**src/hdl/cfq_pkg.sv**
```systemverilog
package cfq_pkg;

  localparam int unsigned CAP_W = 5;
  localparam logic [CAP_W-1:0] CAP_RESET = 5'd16;

  localparam logic [1:0] OP_ENQUEUE = 2'd0;
  localparam logic [1:0] OP_DEQUEUE = 2'd1;
  localparam logic [1:0] OP_QUERY   = 2'd2;

  localparam logic [1:0] REG_CAPACITY = 2'd0;

  typedef struct packed {
    logic [1:0]         operation;
    logic signed [31:0] value;
  } in_item_t;

  typedef struct packed {
    logic               accepted;
    logic signed [31:0] head_value;
    logic signed [31:0] tail_value;
    logic               is_empty;
    logic               is_full;
  } out_item_t;

endpackage

```
**src/hdl/cfq_ram.sv**
```systemverilog
module cfq_ram #(
  parameter int unsigned WIDTH = 32,
  parameter int unsigned DEPTH = 16,
  localparam int unsigned AW = (DEPTH > 1) ? $clog2(DEPTH) : 1
) (
  input  logic             clk_i,
  input  logic             we_i,
  input  logic [AW-1:0]    waddr_i,
  input  logic [WIDTH-1:0] wdata_i,
  input  logic             re_i,
  input  logic [AW-1:0]    raddr_i,
  output logic [WIDTH-1:0] rdata_o
);

  logic [WIDTH-1:0] mem_q [DEPTH];

  always_ff @(posedge clk_i) begin
    if (we_i) begin
      mem_q[waddr_i] <= wdata_i;
    end
    if (re_i) begin
      rdata_o <= mem_q[raddr_i];
    end
  end

endmodule

```
**src/hdl/circular_fifo_queue.sv**
```systemverilog
// A result is registered in the s1 stage and then in the output register.
// Throughput: one transaction per cycle unless stalled; each transaction updates
// the pointers at most once and does at most one slot write, and the head and tail
// slots are read from two mirrored single-port-read RAMs with registered outputs.
// Reset: pointers go to slot 0, the queue is empty and capacity returns to 16.
// The slot memory is not cleared; slots are read only after they are written.
module circular_fifo_queue #(
  parameter int unsigned DEPTH      = 16,
  parameter int unsigned DATA_WIDTH = 32
) (
  input  logic               clk_i,
  input  logic               rst_ni,

  input  logic               psel,
  input  logic               penable,
  input  logic               pwrite,
  input  logic [1:0]         paddr,
  input  logic [31:0]        pwdata,
  output logic [31:0]        prdata,
  output logic               pready,

  input  logic               in_valid_i,
  output logic               in_stall_o,
  input  cfq_pkg::in_item_t  in_data_i,

  output logic               out_valid_o,
  input  logic               out_stall_i,
  output cfq_pkg::out_item_t out_data_o
);

  import cfq_pkg::*;

  localparam int unsigned AW = (DEPTH > 1) ? $clog2(DEPTH) : 1;
  localparam int unsigned CW = ($clog2(DEPTH + 1) > CAP_W) ? $clog2(DEPTH + 1) : CAP_W;

  logic [CAP_W-1:0]      cap_q;
  logic [CW-1:0]         eff_cap;

  logic [AW-1:0]         head_q, head_d;
  logic [AW-1:0]         tail_q, tail_d;
  logic                  empty_q, empty_d;

  logic                  in_accept;
  logic                  out_load;
  logic                  ok;
  logic                  wr_en;
  logic                  full_now;
  logic [DATA_WIDTH-1:0] wr_data;

  logic                  s1_valid_q;
  logic                  s1_ok_q;
  logic                  s1_empty_q;
  logic                  s1_full_q;
  logic                  s1_fwd_head_q;
  logic                  s1_fwd_tail_q;
  logic [DATA_WIDTH-1:0] s1_fwd_data_q;

  logic [DATA_WIDTH-1:0] rd_head;
  logic [DATA_WIDTH-1:0] rd_tail;

  logic                  out_valid_q;
  out_item_t             out_q;

  function automatic logic [AW-1:0] adv(input logic [AW-1:0] p, input logic [CW-1:0] cap);
    logic [CW-1:0] n;
    n = CW'(p) + CW'(1);
    adv = (n >= cap) ? '0 : AW'(n);
  endfunction

  assign pready = 1'b1;
  assign prdata = (paddr == REG_CAPACITY) ? 32'(cap_q) : '0;

  always_ff @(posedge clk_i or negedge rst_ni) begin
    if (!rst_ni) begin
      cap_q <= CAP_RESET;
    end else if (psel && penable && pwrite && paddr == REG_CAPACITY) begin
      cap_q <= pwdata[CAP_W-1:0];
    end
  end

  always_comb begin
    if (cap_q == '0) begin
      eff_cap = CW'(1);
    end else if (CW'(cap_q) > CW'(DEPTH)) begin
      eff_cap = CW'(DEPTH);
    end else begin
      eff_cap = CW'(cap_q);
    end
  end

  assign out_load   = !out_valid_q || !out_stall_i;
  assign in_stall_o = s1_valid_q && !out_load;
  assign in_accept  = in_valid_i && !in_stall_o;
  assign wr_data    = DATA_WIDTH'($unsigned(in_data_i.value));
  assign full_now   = !empty_q && adv(tail_q, eff_cap) == head_q;

  always_comb begin
    head_d  = head_q;
    tail_d  = tail_q;
    empty_d = empty_q;
    ok      = 1'b1;
    wr_en   = 1'b0;
    case (in_data_i.operation)
      OP_ENQUEUE: begin
        if (full_now) begin
          ok = 1'b0;
        end else begin
          wr_en   = 1'b1;
          empty_d = 1'b0;
          if (empty_q) begin
            head_d = '0;
            tail_d = '0;
          end else begin
            tail_d = adv(tail_q, eff_cap);
          end
        end
      end
      OP_DEQUEUE: begin
        if (empty_q) begin
          ok = 1'b0;
        end else if (head_q == tail_q) begin
          head_d  = '0;
          tail_d  = '0;
          empty_d = 1'b1;
        end else begin
          head_d = adv(head_q, eff_cap);
        end
      end
      default: begin
        ok = 1'b1;
      end
    endcase
  end

  always_ff @(posedge clk_i or negedge rst_ni) begin
    if (!rst_ni) begin
      head_q     <= '0;
      tail_q     <= '0;
      empty_q    <= 1'b1;
      s1_valid_q <= 1'b0;
    end else begin
      if (in_accept) begin
        head_q  <= head_d;
        tail_q  <= tail_d;
        empty_q <= empty_d;
      end
      if (in_accept) begin
        s1_valid_q <= 1'b1;
      end else if (out_load) begin
        s1_valid_q <= 1'b0;
      end
    end
  end

  always_ff @(posedge clk_i) begin
    if (in_accept) begin
      s1_ok_q       <= ok;
      s1_empty_q    <= empty_d;
      s1_full_q     <= !empty_d && adv(tail_d, eff_cap) == head_d;
      s1_fwd_head_q <= wr_en && head_d == tail_d;
      s1_fwd_tail_q <= wr_en;
      s1_fwd_data_q <= wr_data;
    end
  end

  cfq_ram #(
    .WIDTH (DATA_WIDTH),
    .DEPTH (DEPTH)
  ) u_head_ram (
    .clk_i   (clk_i),
    .we_i    (in_accept && wr_en),
    .waddr_i (tail_d),
    .wdata_i (wr_data),
    .re_i    (in_accept),
    .raddr_i (head_d),
    .rdata_o (rd_head)
  );

  cfq_ram #(
    .WIDTH (DATA_WIDTH),
    .DEPTH (DEPTH)
  ) u_tail_ram (
    .clk_i   (clk_i),
    .we_i    (in_accept && wr_en),
    .waddr_i (tail_d),
    .wdata_i (wr_data),
    .re_i    (in_accept),
    .raddr_i (tail_d),
    .rdata_o (rd_tail)
  );

  always_ff @(posedge clk_i or negedge rst_ni) begin
    if (!rst_ni) begin
      out_valid_q <= 1'b0;
    end else if (out_load) begin
      out_valid_q <= s1_valid_q;
    end
  end

  always_ff @(posedge clk_i) begin
    if (out_load && s1_valid_q) begin
      out_q.accepted <= s1_ok_q;
      out_q.is_empty <= s1_empty_q;
      out_q.is_full  <= s1_full_q;
      if (s1_empty_q) begin
        out_q.head_value <= '1;
        out_q.tail_value <= '1;
      end else begin
        out_q.head_value <= s1_fwd_head_q ? 32'(s1_fwd_data_q) : 32'(rd_head);
        out_q.tail_value <= s1_fwd_tail_q ? 32'(s1_fwd_data_q) : 32'(rd_tail);
      end
    end
  end

  assign out_valid_o = out_valid_q;
  assign out_data_o  = out_q;

  assert property (@(posedge clk_i) disable iff (!rst_ni)
    empty_q |-> (head_q == '0 && tail_q == '0))
    else $error("Empty queue with pointers away from slot 0.");

  assert property (@(posedge clk_i) disable iff (!rst_ni)
    s1_valid_q && !out_load |=> s1_valid_q && $stable(s1_ok_q) && $stable(s1_empty_q))
    else $error("Pending transaction lost while the output was stalled.");

  assert property (@(posedge clk_i) disable iff (!rst_ni)
    out_valid_q && out_q.is_empty |->
      (out_q.head_value == -32'sd1 && out_q.tail_value == -32'sd1 && !out_q.is_full))
    else $error("Empty result carries data or a full status.");

endmodule

```
**config.mk**
```make
export PLATFORM = sky130hd
export DESIGN_NAME = circular_fifo_queue
export DESIGN_NICKNAME = d
export VERILOG_FILES = /design/src/hdl/cfq_pkg.sv /design/src/hdl/cfq_ram.sv /design/src/hdl/circular_fifo_queue.sv
export SDC_FILE = /design/constraint.sdc
export NUM_CORES = 1
export LEC_CHECK = 0
export BUFFER_PORTS_ARGS = -buffer_cell sky130_fd_sc_hd__buf_2
export CAP_MARGIN = 20
export CORE_UTILIZATION = 55
export CTS_CLUSTER_DIAMETER = 40
export CTS_CLUSTER_SIZE = 20
export DETAILED_ROUTE_END_ITERATION = 7
export PLACE_DENSITY = 0.83
export SLEW_MARGIN = 20
export SYNTH_ARGS = -nofsm -noshare
export SYNTH_HDL_FRONTEND = slang
export SYNTH_SLANG_ARGS = --single-unit
```
**constraint.sdc**
```tcl
create_clock -name clk_i -period 6.3 [get_ports clk_i]
set_clock_uncertainty 0.05 [all_clocks]
set_input_delay 0.945 -clock clk_i [delete_from_list [all_inputs] [get_ports clk_i]]
set_output_delay 0.945 -clock clk_i [all_outputs]
set_load 0.05 [all_outputs]
```
==> results of run 1 <==
layer usage:
metal	share of wire	wire length, µm	global-route usage	up-vias
li1	-	-	-	9209
met1	0.34	28810	0.3680	10800
met2	0.48	40330	0.4552	1985
met3	0.13	11360	0.05596	402
met4	0.051	4346	0.1586	2
met5	0.00013	11	0	-
logic make-up (layout without fill, tap and decap cells):
family                   after synthesis  after routing
adder cells (fa/ha/maj)               21             21
AO/OA/AOI/OAI                        322            322
XOR/XNOR                              15             15
multiplexers                         140            140
AND/OR/NAND/NOR                      952            952
other                                  2             28
buffers and inverters                216            331
flip-flops                           696            696
synth_stat cells, drive strengths merged, types with 4 or more instances:
cell    number
nor3         5
mux2         8
ha          21
nand2b       7
or2          4
mux4       128
and2         5
inv         12
dfrtp       14
buf         84
a211oi       4
and3        68
a21oi        9
mux2i        4
nor2b       69
o21ai       15
nand2      577
xnor2        6
a311o       33
nand3      165
a21o         9
a31oi       36
a211o       65
nor2        39
a22oi       66
a311oi      65
xor2         8
clkbuf     120
edfxtp     680
timing repair:
| action | CTS | global route |
|---|---|---|
| resized for setup | 0 | 3 |
| hold buffers | 0 | 0 |
| setup endpoints to repair | 0 | 1 |
per-stage QoR:
stage	instances	instance area [µm²]	worst slack (ns)	utilization	hold WS, ns
2_1_floorplan	2390	32210	0.8991	-	0.3503
4_1_cts	3268	36270	0.1425	0.6287	0.1814
6_report	3270	36320	0.3410	0.6296	0.1933
3_5_place_dp	3128	33660	0.1638	0.5833	0.3565
5_1_grt	3270	36320	0.03440	0.6296	0.2105
3_3_place_gp	3128	33660	0.3934	0.5833	0.3572
area by class of cell:
cell class                      count  area [µm²]
Clock inverter                     52       615.6
Sequential cell                   696       20820
Multi-Input combinational cell   1478       10580
Clock buffer                       88        1999
Fill cell                        3907       21370
Timing Repair Buffer              179        1294
Tap cell                          765       957.2
Inverter                           12       55.05
power by group through the flow:
stage	Clock, W	Sequential [W]	Combinational [W]
2_1_floorplan	0	0.00621	0.00436
3_3_place_gp	0	0.00601	0.00595
3_5_place_dp	0	0.00602	0.00619
4_1_cts	0.00461	0.00593	0.00628
5_1_grt	0.00481	0.00597	0.00683
6_report	0.00459	0.00593	0.00643
critical path, delay by kind of cell, from the launching register on:
kind | cells | cell delay (ns)
flops | 1 | 0.49
simple gates | 5 | 0.93
mux | 2 | 0.56
compound gates | 10 | 2.46
fa+ha+maj | 4 | 1.38
state kept, by name (all words and copies together) (netlist names):
| register | flops |
|---|---|
| s1_empty_q | 1 |
| s1_fwd_head_q | 1 |
| s1_full_q | 1 |
| u_head_ram.rdata_o | 32 |
| s1_fwd_data_q | 32 |
| empty_q | 1 |
| head_q | 4 |
| cap_q | 5 |
| s1_fwd_tail_q | 1 |
| u_tail_ram.mem_q | 480 |
| s1_valid_q | 1 |
| u_tail_ram.rdata_o | 32 |
| out_data_o | 67 |
| tail_q | 4 |
| s1_ok_q | 1 |
| u_head_ram.mem_q | 32 |
| out_valid_o | 1 |
how the worst min path moves through the flow:
stage / start / endpoint / cells past startpoint / slack [ns]
final: rst_ni / head_q[2] / 1 / 0.19
after global routing: rst_ni / head_q[2] / 1 / 0.21
after CTS: rst_ni / head_q[2] / 1 / 0.18
after detailed placement: s1_ok_q / out_data_o[66] / 0 / 0.36
after global placement: s1_ok_q / out_data_o[66] / 0 / 0.36
after floorplan: s1_full_q / out_data_o[0] / 0 / 0.35
==> reports/qor.log, run 1 <==
[synthesis] area share of xor/xnor cells in the synthesized design 0.004520
[hold_path] class of the tightest hold or removal check primary input to asynchronous set/reset pin
[synthesis] average size of a mapped cell 13.58 µm²
[placed_design] final weighted congestion of routability-driven global placement 0.9130
[worst_setup_path] cell chain of the critical path ha_1 > nor2b_1 > or2_2 > ha_1 > o21ai_0 > nand2b_1 > a311o_1 > a21o_1 > o211ai_1 > mux2i_4 > ha_1 > ha_1 > a21o_1 > a21o_1 > a21o_1 > a21oi_2 > nand4_1 > mux2_2 > a311oi_1 > and4_1 > a31o_1
[drt] Remaining DRCs 0
[synthesis] cells taking the most area after synthesis sky130_fd_sc_hd__edfxtp_1 64%, sky130_fd_sc_hd__mux4_2 9.0%, sky130_fd_sc_hd__nand2_1 6.7%
[sta] peak clock frequency supported by timing 0.1678 GHz
[grt] total routing resource utilization after global routing 0.2848
[synthesis] largest family of logic cells by synthesized area simple AND/OR/NAND/NOR gates
[clock_tree] clock latency at the later pin of the worst-skew pair 0.62 ns
[cells_and_area] growth of design area from synthesis to finish 13.12%
[worst_setup_path] capturing element type of the critical path flip-flop
[sta] normalized max-slew margin 0.2291
[clock_tree] root cell of the clock tree sky130_fd_sc_hd__clkbuf_16
[floorplan] die outline height 243.6 µm
[synthesis] count of flip-flops with a built-in enable after synthesis 680
[synthesis] number of synthesis warnings 0
[worst_setup_path] critical register-to-register path endpoint s1_full_q
[clock_tree] number of buffers created by CTS 76
[worst_setup_path] cells on worst reg2reg path 21
[synthesis] register area share after synthesis 0.6485
[floorplan] Core Box Area 57700 µm²
[grt] antenna violations before repair 2
[synthesis] Async SR Flop Fraction 0.02299
[grt] global route total overflow 0
[worst_setup_path] peak fanout along the critical path 8
[clock_tree] H-tree Lvls 3
[power] Total Power Consumption 0.01696 W
[synthesis] basic-gate share of the synthesized area counting and, or, nand and nor cells 0.1315
[worst_setup_path] flop2flop setup slack 0.34 ns
[worst_setup_path] Setup Crit Path Kind flip-flop to flip-flop
[drt] DRC violation total after the first TritonRoute iteration 3805
[placed_design] post-detail-place hpwl 44.90 mm
[synthesis] area fraction in compound gates after synthesis 0.08066
[clock_tree] CTS tree done
[sta] final count of pins violating max slew 0
[sta] unrepaired setup endpoints after global routing no
[power] Gate power share 0.379
[floorplan] Initial Util 0.5566
[clock_tree] clk sinks 696
[floorplan] number of placed I/O pins 177
[sta] setup tns final 0 ns
[floorplan] row cnt 88
[synthesis] multiplexer share of the synthesized area 0.09422
[power] worst IR drop on VDD 363.7 µV
[sta] number of setup violations in the final report 0
[power] Sw Pwr 0.006293 W
[power] cell internal pwr 0.01066 W
[drt] Routed Antenna Nets 0
[power] Sw Share 0.3712
[clock_tree] clock-pin slew on the worst setup and hold paths 0.06 ns
[cells_and_area] commonest non-fill, non-tap cell in the layout sky130_fd_sc_hd__edfxtp_1
[sta] final hold violations 0
[drt] routed length per instance 25.95 µm
[drt] Pre-antenna DRT Iters 6
[clock_tree] postcts setup bufs 0
[worst_setup_path] endpoint of the worst setup timing path s1_full_q
[synthesis] Yosys top cell area share 0.6359
[sta] measured slew at the worst slew-check pin 1.156 ns
[cells_and_area] share of layout cells above drive strength 1 0.1924
[worst_setup_path] element type at the critical path start flip-flop
[placed_design] buffers added on ports 121
[drt] total length of routed wires 84.86 mm
[worst_setup_path] Worst Setup SP tail_q[0]
[synthesis] number of storage elements in the synthesis netlist 696
[sta] fraction of the cycle the final worst path needs 0.9459
[power] power share of the sequential group 0.350
[power] Leakage Power 12.83 nW
[floorplan] die outline area 59350 µm²
[power] share of total power in the clock network 0.271
[power] power per cell area 466.8 nW/µm²
[synthesis] synthesized cell area 32110 µm²
[grt] vias in the first global route 22290
[drt] via count 22400
[grt] largest net degree at the start of global routing 133
[cells_and_area] commonest non-fill, non-tap cells in the layout 680 x sky130_fd_sc_hd__edfxtp_1, 576 x sky130_fd_sc_hd__nand2_1, 164 x sky130_fd_sc_hd__nand3_1
[sta] Min Clock Period, post-route 5.959 ns
[worst_setup_path] critical path data arrival time 6.40 ns
[floorplan] x dimension of the die 243.6 µm
[clock_tree] Max Buffers Root-to-Sink 3
[synthesis] library cell occupying the most area in the post-synthesis netlist sky130_fd_sc_hd__edfxtp_1
[worst_setup_path] largest stage delay on the critical path 0.49 ns
[worst_setup_path] R2R Path Start tail_q[0]
[synthesis] arithmetic-cell share of the synthesized area counting full adders, half adders and majority gates 0.008183
[synthesis] cell count after synthesis 2364
[synthesis] most common flop cell mapped by yosys sky130_fd_sc_hd__edfxtp_1
[cells_and_area] NumNets Final 2539
[flow_run] max capacitance violation total 0
[synthesis] count of unique library cells instantiated by Yosys 66
[status] status complete, no violations
[worst_setup_path] data required time at the worst endpoint 6.74 ns
[cells_and_area] ant diodes 0
[grt] first-pass GRT wire length 128.0 mm
[drt] vias per cell 6.850
[worst_setup_path] library cell contributing the largest single delay on the critical path sky130_fd_sc_hd__dfrtp_1
No activity file was read; power rests on OpenSTA's default activity.
==> run 2, diff against run 1 <==
--- a/config.mk
+++ b/config.mk
@@ -7,6 +7,7 @@
 export LEC_CHECK = 0
 export BUFFER_PORTS_ARGS = -buffer_cell sky130_fd_sc_hd__buf_2
 export CAP_MARGIN = 20
+export CORE_ASPECT_RATIO = 1.2
 export CORE_UTILIZATION = 55
 export CTS_CLUSTER_DIAMETER = 40
 export CTS_CLUSTER_SIZE = 20
==> run 2 against run 1 <==
Global-route usage fell by 0.24 points. Worst hold slack improved by 0.0053 ns. Clock-buffer cell count fell by 16. Routed wire length fell by 1.4%. Combinational power fell by 0.9%. Non-clock buffer count fell by 8. Via count fell by 1.7%. Flip-flop and latch count did not move. Largest cell class unchanged. Largest power group unchanged.
==> reports/qor.log, run 2 (same netlist as run 1, synthesis figures left out) <==
[status] status complete, no violations
[worst_setup_path] Worst Setup SP tail_q[1]
[power] Sw Pwr 0.006225 W [-1.1%]
[cells_and_area] commonest non-fill, non-tap cells in the layout 680 x sky130_fd_sc_hd__edfxtp_1, 576 x sky130_fd_sc_hd__nand2_1, 164 x sky130_fd_sc_hd__nand3_1
[placed_design] post-detail-place hpwl 44.72 mm [-0.40%]
[sta] final count of pins violating max slew 0 [unchanged]
[sta] setup tns final 0 ns [unchanged]
[placed_design] cell area reported after detailed placement 33590 µm² [-0.21%]
[worst_setup_path] library cell contributing the largest single delay on the critical path sky130_fd_sc_hd__a211oi_1
[placed_design] final weighted congestion of routability-driven global placement 0.8887 [-2.7%]
[grt] first-pass GRT wire length 126.4 mm [-1.2%]
[sta] fraction of the cycle the final worst path needs 0.9349 [-0.01102]
[worst_setup_path] R2R Path Start tail_q[1]
[grt] total routing resource utilization after global routing 0.2825 [-0.002351]
[worst_setup_path] data required time at the worst endpoint 6.73 ns [about the same]
[power] worst IR drop on VDD 419.1 µV [+15%]
[sta] Min Clock Period, post-route 5.890 ns [-0.06941 ns]
[placed_design] buffers added on ports 121 [unchanged]
[clock_tree] clk sinks 696 [unchanged]
[clock_tree] clock-pin slew on the worst setup and hold paths 0.07 ns [about the same]
[clock_tree] clock latency at the later pin of the worst-skew pair 0.63 ns [about the same]
[floorplan] die outline height 266.7 µm [+9.5%]
[power] cell internal pwr 0.01025 W [-3.9%]
[worst_setup_path] largest stage delay on the critical path 0.49 ns [about the same]
[worst_setup_path] peak fanout along the critical path 8 [unchanged]
[clock_tree] CTS tree done
[grt] vias in the first global route 22070 [-0.99%]
[drt] via count 22020 [-1.7%]
[floorplan] die outline area 59360 µm² [about the same]
[power] power per cell area 458.8 nW/µm² [-1.7%]
[clock_tree] postcts setup bufs 0 [unchanged]
[worst_setup_path] flop2flop setup slack 0.41 ns [+0.07 ns]
[sta] unrepaired setup endpoints after global routing no
[floorplan] Core Box Area 57420 µm² [-0.49%]
[floorplan] x dimension of the die 222.6 µm [-8.6%]
[clock_tree] number of buffers created by CTS 67 [-12%]
[worst_setup_path] cell chain of the critical path ha_1 > nor2b_1 > or2_2 > ha_1 > a21oi_1 > o21ai_1 > a211oi_1 > a21o_1 > o211ai_1 > mux2i_4 > ha_1 > ha_1 > a21o_1 > a21o_1 > a21o_1 > a21oi_2 > nand4b_1 > mux2_2 > a311oi_1 > and4_1 > a31o_1
[cells_and_area] share of layout cells above drive strength 1 0.1882 [-0.004185]
[clock_tree] Max Buffers Root-to-Sink 3 [unchanged]
[cells_and_area] flip-flop count of the largest register after layout 480 [unchanged]
[sta] measured slew at the worst slew-check pin 1.009 ns [-0.1477 ns]
[drt] routed length per instance 26.00 µm [+0.17%]
[cells_and_area] NumNets Final 2522 [-0.67%]
[placed_design] post-placement setup slack 0.2972 ns [+0.1334 ns]
[sta] peak clock frequency supported by timing 0.1698 GHz [+1.2%]
[sta] final hold violations 0 [unchanged]
[clock_tree] H-tree Lvls 3 [unchanged]
[drt] total length of routed wires 83.66 mm [-1.4%]
[floorplan] row cnt 96 [+9.1%]
[cells_and_area] register ranked first by flip-flop count u_tail_ram.mem_q
[cells_and_area] commonest non-fill, non-tap cell in the layout sky130_fd_sc_hd__edfxtp_1
[worst_setup_path] element type at the critical path start flip-flop
[drt] DRC violation total after the first TritonRoute iteration 3345 [-12%]
[power] Leakage Power 12.64 nW [-1.5%]
[clock_tree] root cell of the clock tree sky130_fd_sc_hd__clkbuf_16
[worst_setup_path] capturing element type of the critical path flip-flop
[worst_setup_path] critical register-to-register path endpoint s1_full_q
[drt] Remaining DRCs 0 [unchanged]
[power] Sw Share 0.3779 [+0.006728]
[worst_setup_path] critical path data arrival time 6.32 ns [-0.08 ns]
[sta] normalized max-slew margin 0.3276 [+0.09845]
[floorplan] Initial Util 0.5593 [+0.002717]
[worst_setup_path] Setup Crit Path Kind flip-flop to flip-flop
[power] share of total power in the clock network 0.253 [-0.018]
[grt] antenna violations before repair 2 [unchanged]
[drt] Pre-antenna DRT Iters 6 [unchanged]
[floorplan] number of placed I/O pins 177 [unchanged]
[sta] number of setup violations in the final report 0 [unchanged]
[power] Gate power share 0.387 [+0.008]
[cells_and_area] growth of design area from synthesis to finish 11.81%
[hold_path] class of the tightest hold or removal check primary input to asynchronous set/reset pin
[drt] vias per cell 6.842 [-0.12%]
[sta] setup slack of the critical path after layout 0.4104 ns [+0.06941 ns]
[grt] largest net degree at the start of global routing 209 [+57%]
[drt] Routed Antenna Nets 0 [unchanged]
[worst_setup_path] cells on worst reg2reg path 21 [unchanged]
[cells_and_area] Design Area, Final 35900 µm² [-1.2%]
[power] power share of the sequential group 0.360 [+0.010]
[flow_run] max capacitance violation total 0 [unchanged]
[worst_setup_path] endpoint of the worst setup timing path s1_full_q
[grt] global route total overflow 0 [unchanged]
run 2: cell types whose count changed in the layout (fill, tap and decap cells not counted), sizes merged:
cell	change
inv	+4
clkbuf	-16
clkinv	-1
bufinv	-3
buf	-8
diode	+2
run 2: layer usage:
| metal | share of wire | up-vias | track usage |
|---|---|---|---|
| met4 | 0.059 | 0 | 0.1758 |
| met2 | 0.49 | 1754 | 0.4702 |
| met3 | 0.12 | 364 | 0.04690 |
| met5 | 0 | - | 0 |
| met1 | 0.34 | 10720 | 0.3465 |
| li1 | - | 9184 | - |
run 2: area by class of cell:
| cell class | instances | area [µm²] |
|---|---|---|
| fillers | 3877 | 21510 |
| flip-flops and latches | 696 | 20820 |
| multi-input cells | 1478 | 10580 |
| clock buffers | 72 | 1717 |
| repair buffers | 171 | 1219 |
| well taps | 735 | 919.6 |
| clock inverters | 52 | 586.8 |
| inverters | 12 | 55.05 |
| diodes | 2 | 5.005 |
run 2: power by group through the flow:
stage | registers [W] | clock network, W | logic, W
floorplan | 0.00621 | 0 | 0.00436
global placement | 0.00601 | 0 | 0.00593
detailed placement | 0.00602 | 0 | 0.00617
CTS | 0.00593 | 0.00420 | 0.00627
global route | 0.00596 | 0.00437 | 0.00681
finish | 0.00593 | 0.00417 | 0.00637
run 2: timing repair:
action	4_1_cts	5_1_grt
resized for setup	0	2
hold buffers	0	0
setup endpoints to repair	0	1
run 2: stage by stage:
step	power, W	util	hold WS [ns]	cells
final	0.01647	0.6253	0.1985	3218
after global routing	0.01715	0.6253	0.2383	3218
after CTS	0.01639	0.6251	0.1963	3216
after detailed placement	0.01219	0.5850	0.3580	3092
after global placement	0.01194	0.5850	0.3647	3092
after floorplan	0.01057	-	0.3503	2390
run 2: worst max-delay path, delay by kind of cell (launching register included):
| family | cells | cell delay, ns |
|---|---|---|
| AO/OA/AOI/OAI | 11 | 2.40 |
| flip-flops | 1 | 0.47 |
| adder cells (fa/ha/maj) | 4 | 1.26 |
| AND/OR/NAND/NOR | 4 | 0.82 |
| multiplexers | 2 | 0.74 |
run 2: worst min-delay path by stage:
stage,from,end,cells past startpoint
global placement,s1_ok_q,out_data_o[66],0
CTS,rst_ni,out_valid_o,1
global route,rst_ni,head_q[2],1
detailed placement,s1_ok_q,out_data_o[66],0
finish,rst_ni,head_q[2],1
floorplan,s1_full_q,out_data_o[0],0
